`src/rtl/shfc_pkg.sv`:
```
// ----------------------------------------------------------------------------
// shfc_pkg
// widths, commands and format constants of the single/half converter
// ----------------------------------------------------------------------------
package shfc_pkg;

    localparam int OPERAND_W = 32;
    localparam int RESULT_W  = 32;
    localparam int HALF_W    = 16;

    typedef logic [OPERAND_W-1:0] operand_t;
    typedef logic [RESULT_W-1:0]  result_t;
    typedef logic [HALF_W-1:0]    half_t;

    localparam logic CMD_NARROW = 1'b0;
    localparam logic CMD_WIDEN  = 1'b1;

    // binary32 fields
    localparam logic [7:0]  SGL_EXP_MAX    = 8'hff;
    localparam logic [22:0] SGL_MAN_MASK   = 23'h7fffff;
    localparam logic [23:0] SGL_HIDDEN_BIT = 24'h800000;
    localparam logic [30:0] SGL_INF_MAG    = 31'h7f800000;

    // binary16 fields
    localparam logic [14:0] HALF_INF_MAG   = 15'h7c00;
    localparam logic [14:0] HALF_QNAN_BIT  = 15'h0200;
    localparam logic [4:0]  HALF_EXP_MAX   = 5'd31;
    localparam logic [9:0]  HALF_MAN_MASK  = 10'h3ff;

    // exponent rebias and range limits
    localparam logic [7:0]  EXP_REBIAS     = 8'd112;
    localparam logic [7:0]  SGL_EXP_OVF    = 8'd143;
    localparam logic [7:0]  SGL_EXP_SUB_LO = 8'd102;
    localparam logic [7:0]  SGL_EXP_SUB_HI = 8'd112;
    localparam logic [7:0]  SGL_EXP_SUB_SH = 8'd113;
    localparam logic [4:0]  HALF_EXP_TOP   = 5'd30;
    localparam logic [7:0]  SGL_EXP_NORM0  = 8'd103;

    // half ulp at the narrowing truncation point
    localparam logic [23:0] ROUND_HALF     = 24'h001000;
    localparam int          MAN_DROP       = 13;

endpackage

```
`src/rtl/shfc_in_if.sv`:
```
// ----------------------------------------------------------------------------
// shfc_in_if
// operand channel: valid/ready with command and operand bits
// ----------------------------------------------------------------------------
interface shfc_in_if
    import shfc_pkg::*;
();
    logic     valid;
    logic     ready;
    logic     command;
    operand_t operand_bits;

    modport source (output valid, output command, output operand_bits, input ready);
    modport sink   (input valid, input command, input operand_bits, output ready);
endinterface

```
`src/rtl/shfc_out_if.sv`:
```
// ----------------------------------------------------------------------------
// shfc_out_if
// result channel: valid/ready with result bits
// ----------------------------------------------------------------------------
interface shfc_out_if
    import shfc_pkg::*;
();
    logic    valid;
    logic    ready;
    result_t result_bits;

    modport source (output valid, output result_bits, input ready);
    modport sink   (input valid, input result_bits, output ready);
endinterface

```
`src/rtl/shfc_narrow.sv`:
```
// ----------------------------------------------------------------------------
// shfc_narrow
// binary32 to binary16, half ulp added, ties away from zero
// ----------------------------------------------------------------------------
module shfc_narrow
    import shfc_pkg::*;
(
    input  operand_t operand_bits,
    output half_t    half_bits
);

    logic        sign;
    logic [7:0]  ex;
    logic [22:0] man;
    logic [3:0]  sub_shift;
    logic [23:0] sub_man;
    logic [23:0] sub_rnd;
    logic [23:0] nrm_rnd;
    logic [4:0]  nrm_exp;
    logic        nrm_carry;

    assign sign      = operand_bits[31];
    assign ex        = operand_bits[30:23];
    assign man       = operand_bits[22:0] & SGL_MAN_MASK;
    assign sub_shift = 4'(SGL_EXP_SUB_SH - ex);
    assign sub_man   = (SGL_HIDDEN_BIT | {1'b0, man}) >> sub_shift;
    assign sub_rnd   = sub_man + ROUND_HALF;
    assign nrm_rnd   = {1'b0, man} + ROUND_HALF;
    assign nrm_carry = nrm_rnd[23];
    assign nrm_exp   = 5'(ex - EXP_REBIAS);

    always_comb
    begin
        if (ex == SGL_EXP_MAX)
        begin
            half_bits = {sign, HALF_INF_MAG | ((man != '0) ? HALF_QNAN_BIT : '0)};
        end
        else if (ex >= SGL_EXP_OVF)
        begin
            half_bits = {sign, HALF_INF_MAG};
        end
        else if (ex < SGL_EXP_SUB_LO)
        begin
            half_bits = {sign, 15'd0};
        end
        else if (ex <= SGL_EXP_SUB_HI)
        begin
            half_bits = {sign, 4'd0, sub_rnd[MAN_DROP+10:MAN_DROP]};
        end
        else if (nrm_carry && nrm_exp == HALF_EXP_TOP)
        begin
            half_bits = {sign, HALF_INF_MAG};
        end
        else if (nrm_carry)
        begin
            half_bits = {sign, nrm_exp + 5'd1, 10'd0};
        end
        else
        begin
            half_bits = {sign, nrm_exp, nrm_rnd[MAN_DROP+9:MAN_DROP]};
        end
    end

endmodule

```
`src/rtl/shfc_widen.sv`:
```
// ----------------------------------------------------------------------------
// shfc_widen
// binary16 to binary32, exact, subnormals normalized
// ----------------------------------------------------------------------------
module shfc_widen
    import shfc_pkg::*;
(
    input  half_t   half_bits,
    output result_t result_bits
);

    logic       sign;
    logic [4:0] ex;
    logic [9:0] man;
    logic [3:0] lead;
    logic [3:0] norm_shift;
    logic [9:0] norm_man;
    logic [7:0] norm_exp;

    assign sign = half_bits[15];
    assign ex   = half_bits[14:10];
    assign man  = half_bits[9:0] & HALF_MAN_MASK;

    // position of the leading one in a subnormal mantissa
    always_comb
    begin
        lead = 4'd0;
        for (int i = 0; i < 10; i++)
        begin
            if (man[i])
            begin
                lead = 4'(i);
            end
        end
    end

    assign norm_shift = 4'd10 - lead;
    assign norm_man   = 10'({1'b0, man} << norm_shift);
    assign norm_exp   = SGL_EXP_NORM0 + {4'd0, lead};

    always_comb
    begin
        if (ex == 5'd0)
        begin
            if (man == '0)
            begin
                result_bits = {sign, 31'd0};
            end
            else
            begin
                result_bits = {sign, norm_exp, norm_man, 13'd0};
            end
        end
        else if (ex == HALF_EXP_MAX)
        begin
            result_bits = {sign, SGL_INF_MAG | {8'd0, man, 13'd0}};
        end
        else
        begin
            result_bits = {sign, {3'd0, ex} + EXP_REBIAS, man, 13'd0};
        end
    end

endmodule

```
`src/rtl/single_half_float_converter_top.sv`:
```
// ----------------------------------------------------------------------------
// single_half_float_converter_top
// registered binary32/binary16 converter, unless stalled one beat per cycle
// ----------------------------------------------------------------------------
//  channel  | dir | fields                  | handshake
//  in_ch    | in  | command, operand_bits   | valid/ready
//  out_ch   | out | result_bits             | valid/ready
//
//  one beat accepted per cycle unless held by a stalled result
//  path: input register, narrow/widen logic, result register
//  reset clears both valid flags, payload registers are not reset
//  a stalled result holds the pipe, a full s1 then drops input ready
// ----------------------------------------------------------------------------
module single_half_float_converter_top
    import shfc_pkg::*;
(
    input  logic       clk,
    input  logic       rst_n,
    shfc_in_if.sink    in_ch,
    shfc_out_if.source out_ch
);

    logic     s1_valid_reg;
    logic     s1_valid_next;
    logic     s1_cmd_reg;
    operand_t s1_op_reg;
    logic     out_valid_reg;
    logic     out_valid_next;
    result_t  out_result_reg;
    result_t  out_result_next;
    logic     out_load;
    logic     in_load;
    half_t    narrow_bits;
    result_t  widen_bits;

    assign out_load = !out_valid_reg || out_ch.ready;
    assign in_load  = !s1_valid_reg || out_load;

    assign in_ch.ready = in_load;

    shfc_narrow u_narrow
    (
        .operand_bits (s1_op_reg),
        .half_bits    (narrow_bits)
    );

    shfc_widen u_widen
    (
        .half_bits   (s1_op_reg[HALF_W-1:0]),
        .result_bits (widen_bits)
    );

    always_comb
    begin
        case (s1_cmd_reg)
            CMD_NARROW: out_result_next = {16'd0, narrow_bits};
            CMD_WIDEN:  out_result_next = widen_bits;
            default:    out_result_next = widen_bits;
        endcase
    end

    always_comb
    begin
        s1_valid_next  = in_load ? in_ch.valid : s1_valid_reg;
        out_valid_next = out_load ? s1_valid_reg : out_valid_reg;
    end

    always_ff @(posedge clk or negedge rst_n)
    begin
        if (!rst_n)
        begin
            s1_valid_reg  <= 1'b0;
            out_valid_reg <= 1'b0;
        end
        else
        begin
            s1_valid_reg  <= s1_valid_next;
            out_valid_reg <= out_valid_next;
        end
    end

    always_ff @(posedge clk)
    begin
        if (in_load && in_ch.valid)
        begin
            s1_cmd_reg <= in_ch.command;
            s1_op_reg  <= in_ch.operand_bits;
        end
        if (out_load && s1_valid_reg)
        begin
            out_result_reg <= out_result_next;
        end
    end

    assign out_ch.valid       = out_valid_reg;
    assign out_ch.result_bits = out_result_reg;

endmodule

```
`src/flat_wrapper.sv`:
```
// flat-port wrapper written by rule: the top's interface ports become plain ports
module single_half_float_converter_top_flat import shfc_pkg::*;
  (clk, rst_n, in_ch_valid, in_ch_command, in_ch_operand_bits, in_ch_ready, out_ch_valid, out_ch_result_bits, out_ch_ready);
  shfc_in_if in_ch_i ();
  shfc_out_if out_ch_i ();
  input  logic clk;
  input  logic rst_n;
  input wire logic [$bits(in_ch_i.valid)-1:0] in_ch_valid;
  input wire logic [$bits(in_ch_i.command)-1:0] in_ch_command;
  input wire logic [$bits(in_ch_i.operand_bits)-1:0] in_ch_operand_bits;
  output wire logic [$bits(in_ch_i.ready)-1:0] in_ch_ready;
  output wire logic [$bits(out_ch_i.valid)-1:0] out_ch_valid;
  output wire logic [$bits(out_ch_i.result_bits)-1:0] out_ch_result_bits;
  input wire logic [$bits(out_ch_i.ready)-1:0] out_ch_ready;
  assign in_ch_i.valid = in_ch_valid;
  assign in_ch_i.command = in_ch_command;
  assign in_ch_i.operand_bits = in_ch_operand_bits;
  assign in_ch_ready = in_ch_i.ready;
  assign out_ch_valid = out_ch_i.valid;
  assign out_ch_result_bits = out_ch_i.result_bits;
  assign out_ch_i.ready = out_ch_ready;
  single_half_float_converter_top u_core (.clk(clk), .rst_n(rst_n), .in_ch(in_ch_i), .out_ch(out_ch_i));
endmodule
```
`config.mk`:
```
export PLATFORM = sky130hd
export DESIGN_NAME = single_half_float_converter_top_flat
export DESIGN_NICKNAME = d
export VERILOG_FILES = /design/src/rtl/shfc_pkg.sv /design/src/rtl/shfc_in_if.sv /design/src/rtl/shfc_out_if.sv /design/src/rtl/shfc_narrow.sv /design/src/rtl/shfc_widen.sv /design/src/rtl/single_half_float_converter_top.sv /design/src/flat_wrapper.sv
export SDC_FILE = /design/constraint.sdc
export NUM_CORES = 1
export LEC_CHECK = 0
export BUFFER_PORTS_ARGS = -buffer_cell sky130_fd_sc_hd__clkbuf_2
export CORE_MARGIN = 5
export CORE_UTILIZATION = 57
export CTS_CLUSTER_SIZE = 8
export DETAILED_ROUTE_END_ITERATION = 10
export PLACE_DENSITY = 0.79
export SLEW_MARGIN = 30
export SYNTH_ARGS = -nofsm -noshare
export SYNTH_HDL_FRONTEND = slang
export SYNTH_SLANG_ARGS = --single-unit
```
`constraint.sdc`:
```
create_clock -name clk -period 4.24 [get_ports clk]
set_clock_uncertainty 0.1 [all_clocks]
set_input_delay 1.272 -clock clk [delete_from_list [all_inputs] [get_ports clk]]
set_output_delay 1.272 -clock clk [all_outputs]
set_load 0.01 [all_outputs]
```
==> impl_metrics.json <==
{
  "nNetsFinal": 526,
  "gp_congestion": 0.913,
  "max_cap_viol_count": 0,
  "critPathCapture": "u_core.out_ch.result_bits[9]",
  "fmax_ghz": 0.290,
  "r2r_end": "u_core.out_ch.result_bits[9]",
  "drive_gt1_frac": 0.217,
  "cp_max_fo": 12,
  "critPathBufInv": 2,
  "crit_family": "simple AND/OR/NAND/NOR gates",
  "clock_latency_ns": 0.34,
  "syn_avg_cell_area_sq_um": 10.3,
  "rr_startpoint": "u_core.s1_op_reg[25]",
  "yosysWarnings": 0,
  "p_sw_frac": 0.291,
  "tns_ns": 0,
  "numCtsBuffers": 9,
  "multiInputGateArea_sq_um": 2150,
  "viasPerCell": 6.06,
  "wl_met3_um": 874,
  "wl_per_cell_um": 17.2,
  "clockRootBuffer": "clkbuf_8",
  "syn_inst": 423,
  "hold_path.class": "reg -> reg",
  "highest_layer": "met4",
  "ir_drop_uv": 212,
  "run_status": "finished, final reports clean",
  "fill_cells": 584,
  "power_frac_comb": 0.184,
  "post-cts-setup-buffers": 0,
  "antenna_found_initial": 0,
  "cts_max_level": 3,
  "drt_iter0_markers": 309,
  "yosys-top-cells-area": "edfxtp_1 (44%), mux4_1 (3.6%), a21oi_1 (3.1%), nand2_1 (3.1%), nor2_1 (3.0%)",
  "synth_nets": 470,
  "min_period_ns": 3.45,
  "internal_power_uw": 1240,
  "critPathKind": "reg -> reg",
  "synth_edf_count": 64,
  "rrSetupSlack_ns": 0.79,
  "cts_tree": "built",
  "wl_met2_mm": 4.37,
  "syn-cell-area_sq_um": 4350,
  "die_area_sq_um": 9470,
  "area_growth_pct": 13.2,
  "p_clk_frac": 0.344,
  "core-area_sq_um": 7330,
  "drv_slew": 0,
  "io_buffers": 70,
  "drc": 0,
  "cp_cell_sequence": "inv_1 -> ha_1 -> clkinv_1 -> nor3_1 -> o21ai_1 -> or2_1 -> nor4_1 -> xor2_1 -> a221oi_1",
  "die_w_um": 97.3,
  "largest_reg_flops": 32,
  "vias": 3531,
  "layout_setup_ws_ns": 0.792,
  "regArea_sq_um": 1970,
  "grt_max_degree": 34,
  "cp_slowest_stage_delay_ns": 0.52,
  "ctsResizeCount": 0,
  "m1WireLength_mm": 4.59,
  "synth_top_area_share": 0.442,
  "fin_crit_sh": 0.813,
  "rr_worst_depth": 9,
  "synth.distinct_cells": 74,
  "hpwlAfterDp_mm": 7.39,
  "grt.overflow.total": 0,
  "grt_util_all_layers": 0.210,
  "ys.flop_type": "edfxtp_1",
  "power_per_cell_area_nw_per_um2": 356,
  "die_h_um": 97.3,
  "slew_headroom": 0.407,
  "p_seq_frac": 0.473,
  "tightest_slew_ns": 0.886,
  "p_sw_uw": 510,
  "grt_pass1_wl_mm": 16.3,
  "start_util": 0.593,
  "critical_path.slowest_cell": "ha_1",
  "postRouteAntennaNets": 0,
  "async_reset_ff_frac": 0.0303,
  "cp.required_ns": 4.25,
  "cts_max_path_buffers": 2,
  "yosysSeqAreaShare": 0.454,
  "path_clk_slew_ns": 0.07,
  "cts.sink_count": 66,
  "ios": 71,
  "routed_wl_mm": 10.0,
  "rsz0062_at_grt": "false",
  "final_hold_viol_count": 0,
  "path_depth": 9,
  "cp-end-kind": "register",
  "grt_pass1_vias": 3247,
  "synth.most_common_cell": "edfxtp_1",
  "cp-startpoint": "u_core.s1_op_reg[25]",
  "cp-start-kind": "register",
  "num_rows": 31,
  "antenna_cells": 0,
  "ys_ff_latch": 66,
  "yosysTopAreaCell": "edfxtp_1",
  "p_leak_uw": 0.00190,
  "holdBufCountCts": 0,
  "pre_cts_ws_ns": 0.878,
  "drtPass1Iterations": 5,
  "synthTopCellsByCount": "edfxtp_1 (64), nand2_1 (36), nor2_1 (35), a21oi_1 (27), clkbuf_1 (19)",
  "setup_violations": 0,
  "cp_data_arrival_time_ns": 3.46
}
-- cell families after synthesis --
logic type | after synthesis | share of synthesized area
fa+ha+maj | 10 | 0.0288
mux | 22 | 0.0775
compound gates | 99 | 0.157
xor+xnor | 21 | 0.0423
simple gates | 158 | 0.190
flops | 66 | 0.454
buf+inv | 47 | 0.0512
-- power by group through the flow --
stage | logic [uW] | registers [uW] | clock network (uW)
2_1_floorplan | 240 | 822 | 0
3_3_place_gp | 316 | 840 | 0
3_5_place_dp | 318 | 841 | 0
4_1_cts | 319 | 827 | 608
5_1_grt | 352 | 835 | 640
6_report | 322 | 828 | 603
-- routing by layer --
| metal | vias up | GRT usage |
|---|---|---|
| met5 | - | 0 |
| met1 | 1625 | 0.302 |
| li1 | 1704 | - |
| met4 | 0 | 0.0703 |
| met3 | 20 | 0.0524 |
| met2 | 182 | 0.312 |
-- stage by stage --
| step | instance area (sq um) | utilization | hold WS [ns] | std cells | total power, uW |
|---|---|---|---|---|---|
| 2_1_floorplan | 4350 | - | 0.349 | 423 | 1060 |
| 3_3_place_gp | 4690 | 0.640 | 0.370 | 567 | 1160 |
| 3_5_place_dp | 4690 | 0.640 | 0.381 | 567 | 1160 |
| 4_1_cts | 4920 | 0.671 | 0.409 | 583 | 1750 |
| 5_1_grt | 4920 | 0.671 | 0.450 | 583 | 1830 |
| 6_report | 4920 | 0.671 | 0.405 | 583 | 1750 |
-- cell type report --
| cell class | count | area share |
|---|---|---|
| well taps | 99 | 0.0252 |
| inverters | 18 | 0.0137 |
| clock inverters | 7 | 0.0201 |
| flip-flops and latches | 66 | 0.401 |
| clock buffers | 9 | 0.0252 |
| repair buffers | 74 | 0.0774 |
| multi-input cells | 310 | 0.437 |
-- layout by cell type (no fill, tap or decap), types with 3 or more instances in the layout --
master    Yosys  final
nor3_1       16     16
edfxtp_1     64     64
clkbuf_2      0     70
nand2b_1      8      8
nor4_1        6      6
a21oi_1      27     27
xnor2_1      10     10
a211oi_1      6      6
and2_1        9      9
a31oi_1       6      6
o21ai_0      11     11
mux4_1        6      6
ha_1         10     10
nor2_1       35     35
o21ai_1       3      3
clkbuf_8      0      9
nor2b_1       4      4
nand4_1       5      5
inv_6         0      3
buf_4         3      4
inv_1        15     15
o211ai_1      3      3
o22ai_1       8      8
or2_1         3      3
or3_1         4      4
and3_1        3      3
nand2_1      36     36
mux2i_1      13     13
nand3_1      14     14
xor2_1       11     11
o21a_1        6      6
-- worst min path at each step --
stage,start,endpoint,slack (ns),depth (start not counted)
2_1_floorplan,u_core.s1_valid_reg,u_core.out_ch.valid,0.35,1
4_1_cts,u_core.s1_valid_reg,u_core.out_ch.valid,0.41,1
5_1_grt,u_core.s1_valid_reg,u_core.out_ch.valid,0.45,1
3_3_place_gp,u_core.s1_valid_reg,u_core.out_ch.valid,0.37,1
3_5_place_dp,u_core.s1_valid_reg,u_core.out_ch.valid,0.38,1
6_report,u_core.s1_valid_reg,u_core.out_ch.valid,0.41,1
Note: power is estimated with default switching activity, not from simulation.
